$ cat src/hdl/lgu_pkg.sv
// lgu_pkg: shared types and constants of the loss and gradient unit
// beat payloads, fixed-point constants and request/response structs of the shared units
// no dependencies
package lgu_pkg;

  // fixed-point formats
  localparam int FRAC_BITS    = 16;
  localparam int MANT_BITS    = 30;
  localparam int MAX_ELEMENTS = 4096;

  // ln 2 in Q.30
  localparam logic [29:0] LN2_Q30 = 30'd744261118;

  // divider operand widths and log result width
  localparam int DIV_NUM_W = 36;
  localparam int DIV_DEN_W = 16;
  localparam int NL_W      = 20;

  // input beat
  typedef struct packed {
    logic [16:0] true_value;
    logic [16:0] predicted_value;
    logic        last;
  } lgu_in_t;

  // output beat
  typedef struct packed {
    logic signed [40:0] gradient;
    logic [23:0]        mean_loss;
    logic               loss_valid;
  } lgu_out_t;

  // shared divider request and response
  typedef struct packed {
    logic                 start;
    logic [DIV_NUM_W-1:0] numer;
    logic [DIV_DEN_W-1:0] denom;
  } lgu_div_req_t;

  typedef struct packed {
    logic                 done;
    logic [DIV_NUM_W-1:0] quot;
  } lgu_div_rsp_t;

  // log unit request and response
  typedef struct packed {
    logic        start;
    logic [15:0] x;
  } lgu_log_req_t;

  typedef struct packed {
    logic            done;
    logic [NL_W-1:0] nl;
  } lgu_log_rsp_t;

endpackage

$ cat src/hdl/lgu_log.sv
// lgu_log: iterative -ln(x) in Q.16 for x in 1..65535
// repeated squaring of the mantissa, one fraction bit per cycle; uses lgu_pkg
module lgu_log (
  input  logic                 clk_i,
  input  logic                 rst_ni,
  input  lgu_pkg::lgu_log_req_t req_i,
  output lgu_pkg::lgu_log_rsp_t rsp_o
);
  import lgu_pkg::*;

  typedef enum logic [1:0] {
    L_IDLE,
    L_SQUARE,
    L_MAG,
    L_SCALE
  } log_state_e;

  localparam int MAG_W  = FRAC_BITS + 5;
  localparam int PROD_W = MAG_W + MANT_BITS;

  log_state_e             state_q;
  logic [MANT_BITS:0]     m_q;
  logic [3:0]             e_q, e_w, cnt_q;
  logic [FRAC_BITS-1:0]   frac_q;
  logic [MAG_W-1:0]       mag_q;
  logic [NL_W-1:0]        nl_q;
  logic                   done_q;
  logic [2*MANT_BITS+1:0] sq_w;
  logic [MANT_BITS+1:0]   hi_w;
  logic [PROD_W-1:0]      prod_w;
  logic [MAG_W-1:0]       mag_w;

  // msb position of the operand
  always_comb begin
    e_w = '0;
    for (int i = 0; i < 16; i++) begin
      if (req_i.x[i]) e_w = 4'(i);
    end
  end

  // square, magnitude of log2 and scaling by ln 2
  always_comb begin
    sq_w   = (2*MANT_BITS+2)'(m_q) * (2*MANT_BITS+2)'(m_q);
    hi_w   = sq_w[2*MANT_BITS+1:MANT_BITS];
    mag_w  = MAG_W'((MAG_W'(FRAC_BITS) - MAG_W'(e_q)) << FRAC_BITS) - MAG_W'(frac_q);
    prod_w = PROD_W'(mag_q) * PROD_W'(LN2_Q30);
  end

  always_ff @(posedge clk_i or negedge rst_ni) begin
    if (!rst_ni) begin
      state_q <= L_IDLE;
      m_q     <= '0;
      e_q     <= '0;
      cnt_q   <= '0;
      frac_q  <= '0;
      mag_q   <= '0;
      nl_q    <= '0;
      done_q  <= 1'b0;
    end else begin
      done_q <= (state_q == L_SCALE);
      unique case (state_q)
        L_IDLE: begin
          if (req_i.start) begin
            e_q     <= e_w;
            m_q     <= (MANT_BITS+1)'(req_i.x) << (5'(MANT_BITS) - {1'b0, e_w});
            frac_q  <= '0;
            cnt_q   <= '0;
            state_q <= L_SQUARE;
          end
        end
        L_SQUARE: begin
          if (hi_w[MANT_BITS+1]) begin
            m_q    <= hi_w[MANT_BITS+1:1];
            frac_q <= {frac_q[FRAC_BITS-2:0], 1'b1};
          end else begin
            m_q    <= hi_w[MANT_BITS:0];
            frac_q <= {frac_q[FRAC_BITS-2:0], 1'b0};
          end
          cnt_q <= cnt_q + 1'b1;
          if (cnt_q == 4'(FRAC_BITS - 1)) state_q <= L_MAG;
        end
        L_MAG: begin
          mag_q   <= mag_w;
          state_q <= L_SCALE;
        end
        L_SCALE: begin
          nl_q    <= NL_W'((prod_w + (PROD_W'(1) << (MANT_BITS - 1))) >> MANT_BITS);
          state_q <= L_IDLE;
        end
        default: state_q <= L_IDLE;
      endcase
    end
  end

  assign rsp_o.done = done_q;
  assign rsp_o.nl   = nl_q;

endmodule

$ cat config.mk
export PLATFORM = sky130hd
export DESIGN_NAME = lgu_log
export DESIGN_NICKNAME = d
export VERILOG_FILES = /design/src/hdl/lgu_pkg.sv /design/src/hdl/lgu_log.sv
export SDC_FILE = /design/constraint.sdc
export NUM_CORES = 2
export LEC_CHECK = 0
export ABC_AREA = 0
export BUFFER_PORTS_ARGS = -buffer_cell sky130_fd_sc_hd__buf_4
export CAP_MARGIN = 30
export CORE_MARGIN = 8
export CORE_UTILIZATION = 30
export DETAILED_ROUTE_END_ITERATION = 16
export HOLD_SLACK_MARGIN = 0.02
export PLACE_DENSITY = 0.53
export SLEW_MARGIN = 30
export SYNTH_ARGS = -nofsm -noshare
export SYNTH_HDL_FRONTEND = slang
export SYNTH_SLANG_ARGS = --single-unit
$ cat constraint.sdc
create_clock -name clk_i -period 9.05 [get_ports clk_i]
set_input_delay 1.81 -clock clk_i [delete_from_list [all_inputs] [get_ports clk_i]]
set_output_delay 1.81 -clock clk_i [all_outputs]
set_load 0.01 [all_outputs]
After elaboration in Yosys (flattened, before gate mapping). Index checks and enable logic that the tools add are counted.

Flip-flop bits (word level): 99. Output and inout bits: 21. Word-level logic and storage cells: 53.

Add/subtract/negate cells: 5. Multiply operators: 2. Eq/ne operators: 6. Shift operators: 1. Muxes and demuxes: 26. Reductions and logical operators: 5.

Operator list (count): 31-bit by 31-bit multiplier with 62-bit output (1); 31-bit 2-to-1 mux (2); 31-bit one-hot mux with 2 select lines (1); 50-bit by 30-bit adder with 50-bit output (second input constant) (1); 21-bit by 29-bit multiplier with 49-bit output (second input constant) (1); 4-bit 2-to-1 mux (12); 16-bit one-hot mux with 2 select lines (1); 16-bit by 5-bit << shifter with 31-bit output (1); 21-bit by 16-bit subtractor with 21-bit output (1); 16-bit 2-to-1 mux (1); 5-bit by 4-bit subtractor with 5-bit output (first input constant) (2); 2-bit 2-to-1 mux (4); 2-bit one-hot mux with 4 select lines (1); 4-bit one-hot mux with 2 select lines (1); 2-bit AND reduction (3); 4-bit by 1-bit adder with 4-bit output (second input constant) (1); 2-bit == test (second input constant) (2); 4-bit == test (second input constant) (1); 2-bit != test (second input constant) (2); 3-bit 2-to-1 mux (1); 2-bit by 1-bit == test with 1-bit output (second input constant) (1); 2-bit logical NOT (1); 1-bit 2-to-1 mux (2); 2-bit nonzero test (1).

Logic depth before layout (Yosys ltp).
Depth in word-level cells: 19. Gate-level depth with buffers: 32. Depth with buffers taken out: 27.

Worst setup path before layout. OpenSTA, ideal clock, no wires.

Path kind: reg-to-reg. Start point: reg m_q[12]. End point: reg m_q[5]. Library setup time: 126 ps. Arrival time: 7957 ps. Data required time: 8924 ps. Path slack: 967 ps. Cell stages (with the launch flop): 30. Path buffers: 4. Period minus slack after synthesis: 8083 ps. Path through: dfrtp_1 -> clkbuf_1 -> clkbuf_1 -> nand2_1 -> fa_1 -> inv_1 -> fa_1 -> fa_1 -> inv_1 -> fa_1 -> inv_1 -> fa_1 -> fa_1 -> fa_1 -> inv_1 -> fa_1 -> inv_1 -> ha_1 -> buf_2 -> a21oi_1 -> o211ai_1 -> a2111o_1 -> or4_1 -> and2_1 -> o2111ai_1 -> o211ai_2 -> buf_2 -> nor3b_1 -> nor4_1 -> a221o_1.

Longest elaborated chain between the ends: 3.

RTL lines: start: declaration (line lgu_log.sv:22) `logic [MANT_BITS:0] m_q;`; start signal: assignment (line lgu_log.sv:65) `m_q <= (MANT_BITS+1)'(req_i.x) << (5'(MANT_BITS) - {1'b0, e_w});`; start signal: assignment (line lgu_log.sv:73) `m_q <= hi_w[MANT_BITS+1:1];`; start signal: assignment (line lgu_log.sv:76) `m_q <= hi_w[MANT_BITS:0];`; 31-bit by 31-bit multiplier with 62-bit output (line lgu_log.sv:43) `sq_w = (2*MANT_BITS+2)'(m_q) * (2*MANT_BITS+2)'(m_q);`; 31-bit 2-to-1 mux (line lgu_log.sv:72) `if (hi_w[MANT_BITS+1]) begin`; 31-bit one-hot mux with 2 select lines (line lgu_log.sv:61) `unique case (state_q)`.

Every way passes these cells. A chain may end at the register's enable or synchronous reset.

Final worst setup path.
Start point: reg m_q[5]. End point: reg m_q[27].

Same word-level chain as after synthesis.

==> results.json <==
{
  "outcome": "completed",
  "vias": 30800,
  "ant_nets": 0,
  "critPathMaxFanout": 25,
  "dr.pass1.iters": 6,
  "hold_path_depth": 1,
  "multi_input_area_mm2": 0.0353,
  "final_nets": 6048,
  "synth.distinct_cells": 97,
  "worst_r2r_path_depth": 28,
  "max_slew_margin": 0.325,
  "hold_viol_final": 0,
  "synth_flop_cell": "dfrtp_1",
  "syn_inst": 4558,
  "ctsHoldBuffers": 0,
  "max_stage_delay_ps": 730,
  "grt_util_met3": 0.0261,
  "drcViolationCount": 0,
  "clock-sinks": 99,
  "htreeDepth": 3,
  "area_growth_pct": 7.68,
  "cp-startpoint": "m_q[5]$_DFFE_PN0P_",
  "initial_core_util": 0.302,
  "die_w_um": 394,
  "cp.buffers_inverters": 9,
  "fin_worst_skew_ps": 13.9,
  "path_depth": 28,
  "period_minus_slack_ps": 8750,
  "tightest_slew_ps": 1010,
  "fin_crit_sh": 0.967,
  "worstPathRequired_ps": 9340,
  "drive_gt1_frac": 0.0538,
  "async_flop_share": 1.00,
  "syn_nets": 6037,
  "grt_pass1_wl_mm": 196,
  "fin_ws_ps": 303,
  "path_delay_family": "adder cells",
  "ys.warnings.count": 0,
  "grt-ovfl-total": 0,
  "die_area_mm2": 0.155,
  "synth_area_mm2": 0.0428,
  "routed_via_density": 4.77,
  "cts-buffers-inserted": 9,
  "avgSynthCellArea_um2": 9.39,
  "maxCapViolCount": 0,
  "slew_viol_final": 0,
  "critPathKind": "flop to flop",
  "ff2ff_setup_slack_ps": 300,
  "cpMostUsedCell": "fa_1",
  "core_area_mm2": 0.142,
  "routed_wl_mm": 123,
  "dp_slack_ps": 198,
  "rsz0062_at_grt": "true",
  "fill_cells": 14900,
  "cp.arrival_ps": 9030,
  "synth_edf_count": 0,
  "cts-resized-gates": 0,
  "r2r-start": "m_q[5]$_DFFE_PN0P_",
  "io_buffers": 39,
  "cp-end-kind": "flop",
  "regArea_mm2": 0.00248,
  "routabilityCongestion": 0.914,
  "clock_latency_ps": 400,
  "slowest_stage": "or4_1",
  "track_usage": 0.160,
  "drt_iter0_drc": 1912,
  "cts_tree": "built",
  "grt_max_degree": 62,
  "antenna_found_initial": 9,
  "fp.dieH_um": 394,
  "worstHoldPathType": "flop to flop",
  "use_met1": 0.218,
  "synth-seq-cells": 99,
  "fmax_ghz": 0.114,
  "grt_pass1_vias": 33700,
  "io_pins": 40,
  "cts-root-buf": "clkbuf_16",
  "num_rows": 138,
  "setup_viol": 0,
  "hold_start": "nl_q[13]$_DFFE_PN0P_",
  "yosysSeqAreaShare": 0.0579,
  "top_usage_layer": "met2",
  "clk_pin_slew_ps": 90,
  "grt_util_met2": 0.264,
  "cts_buffer_depth": 2,
  "dp_hpwl_mm": 106,
  "wl_per_cell_um": 19.0,
  "cts_setup_buffers": 0,
  "cp-start-kind": "flop"
}
## stage by stage
stage          area (um2)  std cells  hold WS (ps)  setup TNS [ps]   util
6_report            46100       6467           505               0  0.325
5_1_grt             46100       6467           540           -31.1  0.325
4_1_cts             46000       6464           504               0  0.325
3_5_place_dp        45700       6448           483               0  0.323
3_3_place_gp        45700       6448           481               0  0.323
2_1_floorplan       42800       4558           486               0      -
## cells by family (layout without fill, tap and decap cells)
group / Yosys count / count (layout) / share of synthesized area
buf+inv: 1341 / 1357 / 0.118
xor+xnor: 88 / 88 / 0.0184
simple gates: 1010 / 1010 / 0.115
flops: 99 / 99 / 0.0579
other cells: 0 / 3 / 0
mux: 57 / 57 / 0.0163
compound gates: 503 / 503 / 0.0792
fa+ha+maj: 1460 / 1460 / 0.595
## sequential cells by signal (all words and copies together) (netlist names)
name,flops
e_q,4
state_q,2
nl_q,20
done_q,1
frac_q,16
cnt_q,4
mag_q,21
m_q,31
## per-layer routing
metal | part of all wire | up-vias
li1 | - | 14100
met2 | 0.48 | 782
met4 | 0.026 | 0
met3 | 0.054 | 149
met5 | 0 | -
met1 | 0.44 | 15800
## worst register-to-register path, delay by kind of cell, from the launching register on
| family | cells | cell delay [ps] |
|---|---|---|
| compound gates | 5 | 1270 |
| simple gates | 4 | 1360 |
| buf+inv | 9 | 1210 |
| fa+ha+maj | 9 | 4260 |
| mux | 1 | 200 |
| flops | 1 | 370 |
## final timing paths
path | to
min in group asynchronous | nl_q[17]$_DFFE_PN0P_
max | m_q[27]$_DFFE_PN0P_
max reg2reg | m_q[27]$_DFFE_PN0P_
min reg2reg | nl_q[13]$_DFFE_PN0P_
min | nl_q[13]$_DFFE_PN0P_
max in group asynchronous | m_q[24]$_DFFE_PN0P_
## cell usage in the layout (no fill, tap or decap), types with 24 or more instances in the layout
master,netlist,routed
nor3_1,35,35
xor2_1,30,29
o21ai_0,95,95
a21oi_1,122,122
xnor2_1,56,55
a31oi_1,24,24
nand2_1,393,392
nand3_1,47,47
ha_1,503,503
nor2_1,183,181
buf_4,2,138
mux2i_1,27,27
inv_1,1187,1186
and2_1,171,171
dfrtp_1,99,94
nand4_1,34,34
a21o_1,59,59
fa_1,957,957
## area by class of cell
| cell class | instances | area share |
|---|---|---|
| Tap cell | 1890 | 0.0513 |
| Multi-Input combinational cell | 3118 | 0.766 |
| Antenna cell | 3 | 0.000163 |
| Timing Repair Buffer | 143 | 0.0243 |
| Inverter | 1198 | 0.0977 |
| Sequential cell | 99 | 0.0539 |
| Clock buffer | 9 | 0.00489 |
| Clock inverter | 7 | 0.00133 |
## cell usage after synthesis, types with 22 or more instances
| cell type | number | area share |
|---|---|---|
| nor2_1 | 183 | 0.016 |
| mux2_2 | 22 | 0.0058 |
| xor2_1 | 30 | 0.0061 |
| nand4_1 | 34 | 0.0050 |
| clkbuf_1 | 132 | 0.012 |
| a21oi_1 | 122 | 0.014 |
| and3_1 | 22 | 0.0032 |
| inv_1 | 1187 | 0.10 |
| ha_1 | 503 | 0.15 |
| o21ai_0 | 95 | 0.011 |
| fa_1 | 957 | 0.45 |
| and2_1 | 171 | 0.025 |
| nand3_1 | 47 | 0.0055 |
| a21o_1 | 59 | 0.010 |
| a31oi_1 | 24 | 0.0035 |
| nor3_1 | 35 | 0.0041 |
| xnor2_1 | 56 | 0.011 |
| dfrtp_1 | 99 | 0.058 |
| mux2i_1 | 27 | 0.0063 |
| nor2b_1 | 22 | 0.0032 |
| nand2_1 | 393 | 0.034 |
Power is left out: the tool's default activity adds up to more than one toggle a clock period on the data nets, which glitch-free logic cannot reach.
