## src/hdl/lgu_pkg.sv

```systemverilog
// lgu_pkg: shared types and constants of the loss and gradient unit
// beat payloads, fixed-point constants and request/response structs of the shared units
// no dependencies
package lgu_pkg;

  // fixed-point formats
  localparam int FRAC_BITS    = 16;
  localparam int MANT_BITS    = 30;
  localparam int MAX_ELEMENTS = 4096;

  // ln 2 in Q.30
  localparam logic [29:0] LN2_Q30 = 30'd744261118;

  // divider operand widths and log result width
  localparam int DIV_NUM_W = 36;
  localparam int DIV_DEN_W = 16;
  localparam int NL_W      = 20;

  // input beat
  typedef struct packed {
    logic [16:0] true_value;
    logic [16:0] predicted_value;
    logic        last;
  } lgu_in_t;

  // output beat
  typedef struct packed {
    logic signed [40:0] gradient;
    logic [23:0]        mean_loss;
    logic               loss_valid;
  } lgu_out_t;

  // shared divider request and response
  typedef struct packed {
    logic                 start;
    logic [DIV_NUM_W-1:0] numer;
    logic [DIV_DEN_W-1:0] denom;
  } lgu_div_req_t;

  typedef struct packed {
    logic                 done;
    logic [DIV_NUM_W-1:0] quot;
  } lgu_div_rsp_t;

  // log unit request and response
  typedef struct packed {
    logic        start;
    logic [15:0] x;
  } lgu_log_req_t;

  typedef struct packed {
    logic            done;
    logic [NL_W-1:0] nl;
  } lgu_log_rsp_t;

endpackage

```

## src/hdl/lgu_div.sv

```systemverilog
// lgu_div: restoring divider, one quotient bit per cycle
// unsigned 36-bit numerator by a nonzero 16-bit divisor; uses lgu_pkg
module lgu_div (
  input  logic                 clk_i,
  input  logic                 rst_ni,
  input  lgu_pkg::lgu_div_req_t req_i,
  output lgu_pkg::lgu_div_rsp_t rsp_o
);
  import lgu_pkg::*;

  localparam int CNT_W = $clog2(DIV_NUM_W);

  logic [DIV_NUM_W-1:0] num_q;
  logic [DIV_DEN_W-1:0] den_q, rem_q, rem_d;
  logic [CNT_W-1:0]     cnt_q;
  logic                 busy_q, done_q;
  logic [DIV_DEN_W:0]   rem_sh;
  logic                 ge;

  // one restoring step
  always_comb begin
    rem_sh = {rem_q, num_q[DIV_NUM_W-1]};
    ge     = rem_sh >= {1'b0, den_q};
    rem_d  = ge ? DIV_DEN_W'(rem_sh - {1'b0, den_q}) : rem_sh[DIV_DEN_W-1:0];
  end

  // iteration control
  always_ff @(posedge clk_i or negedge rst_ni) begin
    if (!rst_ni) begin
      busy_q <= 1'b0;
      done_q <= 1'b0;
      cnt_q  <= '0;
      num_q  <= '0;
      den_q  <= '0;
      rem_q  <= '0;
    end else begin
      done_q <= !req_i.start && busy_q && (cnt_q == CNT_W'(DIV_NUM_W - 1));
      if (req_i.start) begin
        busy_q <= 1'b1;
        cnt_q  <= '0;
        num_q  <= req_i.numer;
        den_q  <= req_i.denom;
        rem_q  <= '0;
      end else if (busy_q) begin
        num_q <= {num_q[DIV_NUM_W-2:0], ge};
        rem_q <= rem_d;
        cnt_q <= cnt_q + 1'b1;
        if (cnt_q == CNT_W'(DIV_NUM_W - 1)) begin
          busy_q <= 1'b0;
        end
      end
    end
  end

  assign rsp_o.done = done_q;
  assign rsp_o.quot = num_q;

endmodule

```

## config.mk

```make
export PLATFORM = sky130hd
export DESIGN_NAME = lgu_div
export DESIGN_NICKNAME = d
export VERILOG_FILES = /design/src/hdl/lgu_pkg.sv /design/src/hdl/lgu_div.sv
export SDC_FILE = /design/constraint.sdc
export NUM_CORES = 1
export LEC_CHECK = 0
export BUFFER_PORTS_ARGS = -buffer_cell sky130_fd_sc_hd__buf_2
export CORE_MARGIN = 4
export CORE_UTILIZATION = 55
export DETAILED_ROUTE_END_ITERATION = 16
export PLACE_DENSITY = 0.88
export SYNTH_ARGS = -nofsm -noshare
export SYNTH_HDL_FRONTEND = slang
export SYNTH_SLANG_ARGS = --single-unit
```

## constraint.sdc

```tcl
create_clock -name clk_i -period 3 [get_ports clk_i]
set_input_delay 0.15 -clock clk_i [delete_from_list [all_inputs] [get_ports clk_i]]
set_output_delay 0.15 -clock clk_i [all_outputs]
set_load 0.01 [all_outputs]
```

Word-level counts from Yosys, hierarchy flattened

Cells that the tools add are included.

Flip-flop bits (word level): 76
Input port bits: 55
Output and inout port bits: 37
Word-level logic and storage cells: 24

Add/sub/neg operators: 2
Magnitude comparators: 1
Eq/ne operators: 1
Multiplexer cells: 10
Reduce and logical (&&, ||, !) cells: 4

Operator list:

| operator                                     | count |
|---|---|
| two-way mux 36 bit                           | 2 |
| two-way mux 16 bit                           | 3 |
| greater-or-equal comparator 17 x 16 -> 1 bit | 1 |
| subtractor 16 bit                            | 1 |
| two-way mux 6 bit                            | 2 |
| adder 6 x 1 -> 6 bit (second input constant) | 1 |
| == test 6 bit (second input constant)        | 1 |
| two-way mux 1 bit                            | 3 |
| logical AND 1 bit                            | 2 |
| nonzero test 2 bit                           | 1 |
| zero test 1 bit                              | 1 |

Logic depth before layout (Yosys ltp)

Gate-level depths: netlist of the first run.

Word-level depth: 4
Gate-level depth with buffers: 9
Gate-level depth less buffers: 9

Least setup slack after synthesis of the first run

No wires, ideal clock.

Kind: register to register
From: reg rem_q[5]
To: reg rem_q[4]
Setup time: 99 ps
Data arrival time: 2089 ps
Setup slack: 812 ps
Cell stages (with the launch flop): 9
Path buffers: 1
Cell sequence: dfrtp_1 ha_1 a21oi_1 o21ai_0 or2_1 o211ai_4 buf_2 nand3_1 a311oi_1

Longest elaborated chain between the ends: 4

Ends and longest elaborated chain:

| item                                         | RTL line      | text |
|---|---|---|
| start: declaration                           | lgu_div.sv:14 | `logic [DIV_DEN_W-1:0] den_q, rem_q, rem_d;` |
| start signal: assignment                     | lgu_div.sv:46 | `rem_q <= rem_d;` |
| greater-or-equal comparator 17 x 16 -> 1 bit | lgu_div.sv:23 | `ge = rem_sh >= {1'b0, den_q};` |
| two-way mux 16 bit                           | lgu_div.sv:24 | `rem_d = ge ? DIV_DEN_W'(rem_sh - {1'b0, den_q}) : rem_sh[DIV_DEN_W-1:0];` |
| two-way mux 16 bit                           | lgu_div.sv:44 | `end else if (busy_q) begin` |
| two-way mux 16 bit                           | lgu_div.sv:38 | `if (req_i.start) begin` |

Every way passes these cells. The select of a mux whose other input is x is not followed.
A chain may end at the register's enable or synchronous reset.

Worst setup path after layout of the first run

From: reg rem_q[1]
To: reg rem_q[10]

Longest elaborated chain between the ends: 4

Ends and longest elaborated chain:

| item                                                                              | RTL line |
|---|---|
| subtractor 16 bit or greater-or-equal comparator 17 x 16 -> 1 bit (tied branches) | lgu_div.sv:24, lgu_div.sv:23 |
| two-way mux 16 bit *                                                              | lgu_div.sv:24 |
| two-way mux 16 bit *                                                              | lgu_div.sv:44 |
| two-way mux 16 bit *                                                              | lgu_div.sv:38 |

Every way passes the cells marked *; elsewhere a longest branch is shown, timed or not. The select of a mux whose other input is x is not followed.

==> results of run 1 <==
state kept, by name, indices dropped and copies added (netlist names):
name    cells
num_q      36
den_q      16
rem_q      16
cnt_q       6
busy_q      1
done_q      1
synth_stat cells (all sizes together) (5+ instances only):
| library cell | number | area, µm² |
|---|---|---|
| a21o | 6 | 45.0 |
| nand3 | 14 | 70.1 |
| dfrtp | 76 | 1900 |
| xor2 | 6 | 52.6 |
| xnor2 | 7 | 61.3 |
| o21ai | 70 | 350 |
| mux2i | 36 | 360 |
| nor2 | 31 | 116 |
| a21oi | 16 | 80.1 |
| nand2 | 64 | 240 |
| ha | 17 | 213 |
| inv | 18 | 67.6 |
| o211ai | 5 | 51.3 |
| buf | 7 | 33.8 |
| a311oi | 13 | 114 |
| clkbuf | 20 | 75.1 |
| nand2b | 5 | 31.3 |
where the power goes:
group          internal [mW]  switching (mW)
combinational          0.703           0.950
clock                  0.379           0.399
sequential              1.19           0.127
total                   2.27            1.47
layer usage:
metal | vias to the layer above | track usage, %
met5 | - | 0
met4 | 0 | 11.8
met3 | 33 | 3.64
met2 | 159 | 39.9
met1 | 1889 | 32.6
li1 | 1887 | -
per-stage QoR:
stage / setup WS (ns) / util, % / hold WS [ns]
finish: 0.452 / 69.7 / 0.00144
global placement: 0.606 / 63.1 / 0.350
floorplan: 0.812 / - / -0.146
CTS: 0.494 / 69.7 / 0.000464
global route: 0.257 / 69.7 / 0.0231
detailed placement: 0.517 / 63.1 / 0.351
layout by cell type, fill, tap and decap left out, drive strengths merged, types with 4 or more instances in the layout:
master,n
o21ai,70
buf,96
ha,17
xor2,6
nor2,31
clkbuf,9
a311oi,13
nand4,4
or3,4
mux2i,36
a21oi,16
a21o,6
inv,18
nand2b,5
o211ai,5
dlygate4sd3,32
nand2,64
dfrtp,76
xnor2,7
nand3,14
logic make-up (layout without fill, tap and decap cells):
| kind of cell | Yosys count | count (layout) | share of synthesized area [%] |
|---|---|---|---|
| xor gates and xnor gates | 13 | 13 | 2.64 |
| and+or+nand+nor | 142 | 142 | 15.0 |
| adders and majority gates | 18 | 18 | 5.39 |
| AOI/OAI and AO/OA | 133 | 133 | 19.9 |
| buffers and inverters | 45 | 161 | 4.09 |
| DFF | 76 | 76 | 44.1 |
| muxes | 38 | 38 | 8.87 |
worst min path at each step:
stage	cells after the start	from	slack, ns	end
4_1_cts	3	req_i[50]	0.0005	num_q[34]
3_5_place_dp	1	rst_ni	0.35	den_q[6]
2_1_floorplan	0	rst_ni	-0.15	busy_q
5_1_grt	3	req_i[50]	0.02	num_q[34]
3_3_place_gp	1	rst_ni	0.35	den_q[7]
6_report	3	req_i[25]	0.001	num_q[9]
critical path: stages, from the launching register on:
cell and delay [ns]:
dfrtp_1 0.41, ha_1 0.39, o211ai_1 0.15, a21o_1 0.24, a211oi_4 0.33, o211ai_4 0.26, a221o_1 0.42, a311oi_1 0.26
cell type report:
cell class	instances	share of cell area, %
Multi-Input combinational cell	344	41.8
Sequential cell	76	35.5
Timing Repair Buffer	128	15.5
Tap cell	102	2.38
Clock buffer	9	2.31
Inverter	18	1.26
Clock inverter	6	1.24
repair_timing:
action,CTS,global route
endpoints found under the hold margin,107,0
setup buffers,0,0
hold buffers,32,0
==> impl_results.md, run 1 <==
- Status: finished clean
- Cell Count, Final, Fillers Out: 683
- CTS Buffer Depth: 2
- Syn nets: 538
- Met3 wire len: 595 µm
- # IOs: 92
- Worst-Margin Slew: 0.938 ns
- CTS tree: built
- Met2 routed WL: 5.50 mm
- Mean post-synth cell area: 9.28 µm²
- Fin. Hold Viols: 0
- Htree depth: 3
- Sinks on Clock Net: 76
- Leak pwr: 2.80 nW
- Final setup skew: 0.0120 ns
- Routed metal-1 wirelength: 4.49 mm
- Final TNS setup: 0 ns
- Max transition margin: 37.5%
- Core area: 7690 µm²
- CTS buffer count: 9
- Synthesized cell area: 4320 µm²
- CP startpoint kind: register
- Final ANT Viol Nets: 0
- # diodes: 0
- Crit path DAT: 2.81 ns
- Prevailing post-synth register cell: dfrtp_1
- Layout cell share with drive strength beyond 1: 20.7%
- Crit Reg-Reg Startpoint: rem_q[1]
- R2R depth: 7
- Post-synthesis cell type count: 52
- CP Class: reg -> reg
- Sequential Area: 1900 µm²
- Period utilization: 84.9%
- Number of max-cap violations: 0
- Largest net degree at the start of global routing: 77
- Starting density of the core: 56.2%
- DIE WIDTH: 96.6 µm
- Die Ht: 96.6 µm
- Final setup viols: 0
- CTS root buf: clkbuf_8
- EDFF count, synth: 0
- Total power per unit cell area: 698 nW/µm²
- Register area share after synthesis: 44.1%
- Yosys warning count: 0
- Critical path capture point type: register
- GRT Util Overall: 24.7%
- Filler instances: 567
- Number of synthesized register bits: 76
- # resized after CTS: 0
- Fraction of registers with async set/reset: 100%
- Clk_lat worst skew: 0.36 ns
- Via count: 3968
- Mapped Cells: 465
- Tmin final: 2.55 ns
- CTS clk-pin slew, worst paths: 0.08 ns
- Rows: 32
- Initial antenna violation count: 0
- Dpl hpwl: 7.03 mm
- Crit path required time: 3.26 ns
- Vias in the first global route: 3897
- Drt pass-1 iters: 5
- Global-route wire length before repair: 18.0 mm
- Die ar.: 9330 µm²
- R2R Setup Slk: 0.45 ns
- Top Layer Used: met4
- Maximum clock rate: 392 MHz
- P&R area growth vs syn: 24.1%
- Starting DRC count in detailed routing: 367
- Via/cell ratio: 5.81
- Cells after DPL: 636
- Cell area after layout: 5360 µm²
- Total congestion overflow: 0
- Placed instance area: 4850 µm²
- GP Congestion: 0.925
- Worst Setup EP: rem_q[10]
- Port bufs: 91
- Area of the multi-input gates: 2240 µm²
- Worst VDD drop: 0.358 mV
- Final wirelength: 11.0 mm
- FF-to-FF End: rem_q[10]
- Nets: 650
- Routed len/inst: 16.0 µm
- Final Total Pwr: 3.74 mW
- CP max FO: 19
- Crit path launch: rem_q[1]
- Final max-slew violation count: 0
- RSZ-0062 raised after global routing: false
- Worst hold path class: in -> reg
- DRC violations left: 0
Power figures use the tool's default switching activity.
==> run 2: changes to the inputs <==
--- a/config.mk
+++ b/config.mk
@@ -7,9 +7,9 @@
 export LEC_CHECK = 0
 export BUFFER_PORTS_ARGS = -buffer_cell sky130_fd_sc_hd__buf_2
 export CORE_MARGIN = 4
-export CORE_UTILIZATION = 55
+export CORE_UTILIZATION = 50
 export DETAILED_ROUTE_END_ITERATION = 16
-export PLACE_DENSITY = 0.88
+export PLACE_DENSITY = 0.85
 export SYNTH_ARGS = -nofsm -noshare
 export SYNTH_HDL_FRONTEND = slang
 export SYNTH_SLANG_ARGS = --single-unit
==> constraint.sdc (replaced) <==
create_clock -name clk_i -period 2.22 [get_ports clk_i]
set_input_delay 0.111 -clock clk_i [delete_from_list [all_inputs] [get_ports clk_i]]
set_output_delay 0.111 -clock clk_i [all_outputs]
set_load 0.01 [all_outputs]
==> impl_results.md, run 2 (same netlist as run 1, synthesis figures left out) <==
- Status: complete, but fails checks
- Failing checks: setup timing
- CP max FO: 5
- Clock power frac: 17.2%
- Total power per unit cell area: 1080 nW/µm²
- Max transition margin: 61.1%
- RSZ-0062 raised after global routing: true
- Port bufs: 91
- CP Class: reg -> reg
- Tmin final: 2.40 ns
- Dpl hpwl: 7.70 mm
- Critical path capture point type: register
- Rows: 33
- GP Congestion: 0.958
- Htree depth: 3
- Total congestion overflow: 0
- # diodes: 0
- CP most frequent cell: a21o_1
- CTS clk-pin slew, worst paths: 0.09 ns
- Initial antenna violation count: 0
- Worst setup margin: -0.179 ns
- Core area: 8300 µm²
- CP startpoint kind: register
- Sinks on Clock Net: 76
- Crit path launch: rem_q[1]
- Clk_lat worst skew: 0.37 ns
- Reg power frac: 27.1%
- Reg with most FFs: num_q
- Final wirelength: 17.0 mm
- Starting density of the core: 52.0%
- Cell Count, Final, Fillers Out: 751
- Global Route met3 Usage: 5.26%
- M2 GR Usage: 48.5%
- Switching Power: 2.85 mW
- Layout cell share with drive strength beyond 1: 33.1%
- Final setup viols: 15
- Final max-slew violation count: 0
- Maximum clock rate: 417 MHz
- Int Power: 3.94 mW
- Final ANT Viol Nets: 0
- Most frequent cells in the layout: 89 x buf_2, 73 x dfrtp_1, 63 x nand2_1, 58 x o21ai_0, 53 x dlygate4sd3_1
- Slowest library cell on the worst path: dfrtp_1
- Crit Reg-Reg Startpoint: rem_q[1]
- Via/cell ratio: 6.57
- Commonest non-fill, non-tap cell in the layout: buf_2
- DIE WIDTH: 101 µm
- Vias in the first global route: 4563
- P&R area growth vs syn: 45.9%
- Final TNS setup: -1.27 ns
- CTS tree: built
- Met1 Track Usage GR: 33.5%
- Worst-case hold slack: 0.230 ns
- Period utilization: 108%
- Largest delay share family, worst path: compound AO/OA/AOI/OAI gates
- Fin. Hold Viols: 0
- Critical-path cell list: ha_4 -> o211ai_1 -> a21o_1 -> a211oi_4 -> o211ai_4 -> buf_6 -> a21o_1 -> a311oi_2
- Max FFs per register: 36
- Number of max-cap violations: 0
- Worst hold path class: in -> reg
- GRT busiest layer: met2
- Die Ht: 101 µm
- Routed len/inst: 22.7 µm
- Leak pwr: 3.16 nW
- Fin util: 75.9%
- # IOs: 92
- CTS root buf: clkbuf_8
- Drt pass-1 iters: 6
- Die ar.: 10200 µm²
- Worst-Margin Slew: 0.584 ns
- Starting DRC count in detailed routing: 794
- Switch share: 42.0%
- DRC violations left: 0
- Worst VDD drop: 0.968 mV
- Global-route wire length before repair: 22.9 mm
- Crit path DAT: 2.64 ns
- Largest net degree at the start of global routing: 77
- Final Total Pwr: 6.80 mW
- Logic pwr share: 55.6%
- Via count: 4937
- Crit path required time: 2.46 ns
- Biggest regs: num_q x36, den_q x16, rem_q x16
- Critical path's largest stage delay: 0.44 ns
- GRT Util Overall: 28.6%
- Nets: 715
- Buf/Inv on CP: 1
- HP Start: req_i[52]
- CTS Buffer Depth: 2
- Final setup skew: 0.0154 ns
- CTS buffer count: 9
- Cells after DPL: 671
-- run 2: stage by stage --
| stage | setup slack (ns) | area, µm² |
|---|---|---|
| after floorplan | 0.0319 | 4320 |
| after global placement | -0.0739 | 5090 |
| after detailed placement | -0.146 | 5090 |
| after CTS | -0.0128 | 5960 |
| after global routing | -0.282 | 6300 |
| final | -0.179 | 6300 |
-- run 2: layout make-up --
cell class              instances  area (µm²)
clock buffers                   9         124
clock inverters                 6        88.8
fillers                       442        2000
inverters                      18        67.6
multi-input cells             344        2590
flip-flops and latches         76        1910
well taps                     105         131
repair buffers                193        1390
-- run 2: timing repair --
action | CTS | global route
cloned | 0 | 2
pin swaps | 2 | 25
setup buffers | 0 | 10
hold endpoints to repair | 128 | 0
resized for setup | 24 | 61
setup endpoints to repair | 16 | 17
hold buffers | 53 | 0
-- run 2: power groups by stage --
stage	clock [mW]	sequential (mW)	combinational (mW)
floorplan	0	1.79	1.59
global placement	0	1.77	2.39
global route	1.23	1.86	3.94
CTS	1.17	1.78	2.73
finish	1.17	1.84	3.78
detailed placement	0	1.79	2.45
-- run 2: final timing paths --
path                       slack (ns)        end  depth (start not counted)
max                             -0.18   rem_q[0]                          8
min                              0.23   cnt_q[2]                          2
max reg2reg                     -0.18   rem_q[0]                          8
min reg2reg                      0.55  den_q[14]                          2
max in group asynchronous        1.54   rem_q[0]                          3
min in group asynchronous        0.29   rem_q[5]                          3
-- run 2: worst reg2reg max path, delay by kind of cell (launching register included) --
kind	cells	cell delay [ns]
compound gates	6	1.38
fa+ha+maj	1	0.31
buf+inv	1	0.17
flops	1	0.44
-- run 2: routing by layer --
metal / vias up / share of wire, %
met4: 0 / 8.5
met2: 468 / 48
met1: 2264 / 34
met5: - / 0
met3: 173 / 10
li1: 2032 / -
==> run 3: changes to the inputs <==
--- a/config.mk
+++ b/config.mk
@@ -13,3 +13,4 @@
 export SYNTH_ARGS = -nofsm -noshare
 export SYNTH_HDL_FRONTEND = slang
 export SYNTH_SLANG_ARGS = --single-unit
+export TNS_END_PERCENT = 5
==> impl_results.md, run 3 (same netlist as run 1, synthesis figures left out) <==
- Drt pass-1 iters: 6
- Status: complete, but fails checks
- Crit path required time: 2.47 ns
- CTS root buf: clkbuf_8
- Crit path DAT: 2.65 ns
- Clk_lat worst skew: 0.38 ns
- CTS Buffer Depth: 2
- CTS clk-pin slew, worst paths: 0.08 ns
- Worst setup margin: -0.178 ns
- Filler instances: 470
- Cell Count, Final, Fillers Out: 741
- Via count: 4580
- Max FFs per register: 36
- Vias in the first global route: 4603
- Port bufs: 91
- # diodes: 0
- Largest net degree at the start of global routing: 77
- Final ANT Viol Nets: 0
- DIE WIDTH: 101 µm
- Critical path capture point type: register
- Starting DRC count in detailed routing: 621
- Final max-slew violation count: 0
- Most frequent cells in the layout: 89 x buf_2, 75 x dfrtp_1, 63 x nand2_1, 61 x o21ai_0, 53 x dlygate4sd3_1
- Nets: 705
- P&R area growth vs syn: 40.8%
- Worst VDD drop: 0.719 mV
- Cells after DPL: 671
- Via/cell ratio: 6.18
- Starting density of the core: 52.0%
- Failing checks: setup timing
- Die Ht: 101 µm
- Final setup viols: 17
- Rows: 33
- Max transition margin: 62.2%
- CP startpoint kind: register
- Tmin final: 2.40 ns
- RSZ-0062 raised after global routing: true
- CTS buffer count: 9
- Total power per unit cell area: 1030 nW/µm²
- Final setup skew: 0.0189 ns
- Area of the multi-input gates: 2460 µm²
- Final Total Pwr: 6.26 mW
- Biggest regs: num_q x36, den_q x16, rem_q x16
- CP Class: reg -> reg
- Maximum clock rate: 417 MHz
- CTS tree: built
- Worst-case hold slack: 0.240 ns
- DRC violations left: 0
- Core area: 8300 µm²
- # IOs: 92
- Reg with most FFs: num_q
- Leak pwr: 3.10 nW
- Final wirelength: 14.8 mm
- Worst-Margin Slew: 0.567 ns
- Global-route wire length before repair: 22.6 mm
- Final TNS setup: -1.53 ns
- Sinks on Clock Net: 76
- Htree depth: 3
- Worst hold path class: in -> reg
- CP max FO: 12
- Die ar.: 10200 µm²
- GRT Util Overall: 28.1%
- Period utilization: 108%
- Commonest non-fill, non-tap cell in the layout: buf_2
- GP Congestion: 0.958
- Total congestion overflow: 0
- Routed len/inst: 19.9 µm
- Sequential Area: 1900 µm²
- Fin. Hold Viols: 0
- Pre-CTS WS: -0.146 ns
- Dpl hpwl: 7.70 mm
- Layout cell share with drive strength beyond 1: 28.9%
- Initial antenna violation count: 0
- Number of max-cap violations: 0
==> run 3: changes by cell type in the layout (fill, tap and decap cells not counted), moves of 3 or more <==
cell      before  now
a311oi_1       6    9
ha_1           4    9
buf_4         44   38
ha_4          12    5
a311oi_2       7    4
o21ai_0       58   61
inv_2          6    0
buf_6          6    2
inv_1         12   18
==> run 3: metal layers <==
layer  share of wire [%]  up-vias  GRT usage (%)
met2                  49      341           46.4
li1                    -     2002              -
met5                   0        -              0
met1                  36     2125           32.7
met4                 6.5        0           17.2
met3                 8.7      112           6.99
==> run 3: what timing repair did <==
item / in CTS / in global routing
resized for setup: 20 / 30
buffers inserted: 0 / 2
hold buffers: 53 / 0
endpoints found under the setup margin: 16 / 17
pin swaps: 2 / 17
endpoints found under the hold margin: 128 / 0
==> run 3: critical path, cell delays in order (launching register included) <==
cell and delay (ns):
dfrtp_1 0.42, ha_1 0.39, nand2_1 0.12, buf_4 0.17, nor2_2 0.22, buf_4 0.21
a31o_4 0.27, o21ai_0 0.13, a311oi_1 0.35
==> run 3: path summary, 6_finish.rpt <==
kind | startpoint | end | slack, ns | depth (start not counted)
worst max-delay path | rem_q[6] | rem_q[2] | -0.18 | 8
worst min-delay path | req_i[52] | cnt_q[4] | 0.24 | 2
worst max register to register | rem_q[6] | rem_q[2] | -0.18 | 8
worst min register to register | den_q[0] | den_q[0] | 0.54 | 1
max in group asynchronous | rst_ni | busy_q | 1.59 | 3
min in group asynchronous | rst_ni | rem_q[6] | 0.31 | 3
==> run 3: metrics by stage <==
step | cell area [µm²] | util, %
final | 6080 | 73.2
after global routing | 6080 | 73.2
after CTS | 5950 | 71.7
after detailed placement | 5090 | 61.3
after global placement | 5090 | 61.3
after floorplan | 4320 | -
==> run 3: power by group <==
group | switching, mW | internal, mW | leakage [nW]
combinational | 1.79 | 1.46 | 2.04
clock | 0.564 | 0.629 | 0.102
sequential | 0.206 | 1.60 | 0.957
==> run 3: layout make-up <==
| class | count | area share (%) |
|---|---|---|
| flip-flops and latches | 76 | 31.3 |
| multi-input cells | 344 | 40.5 |
| well taps | 105 | 2.16 |
| clock inverters | 6 | 1.46 |
| repair buffers | 183 | 21.5 |
| clock buffers | 9 | 2.04 |
| inverters | 18 | 1.11 |
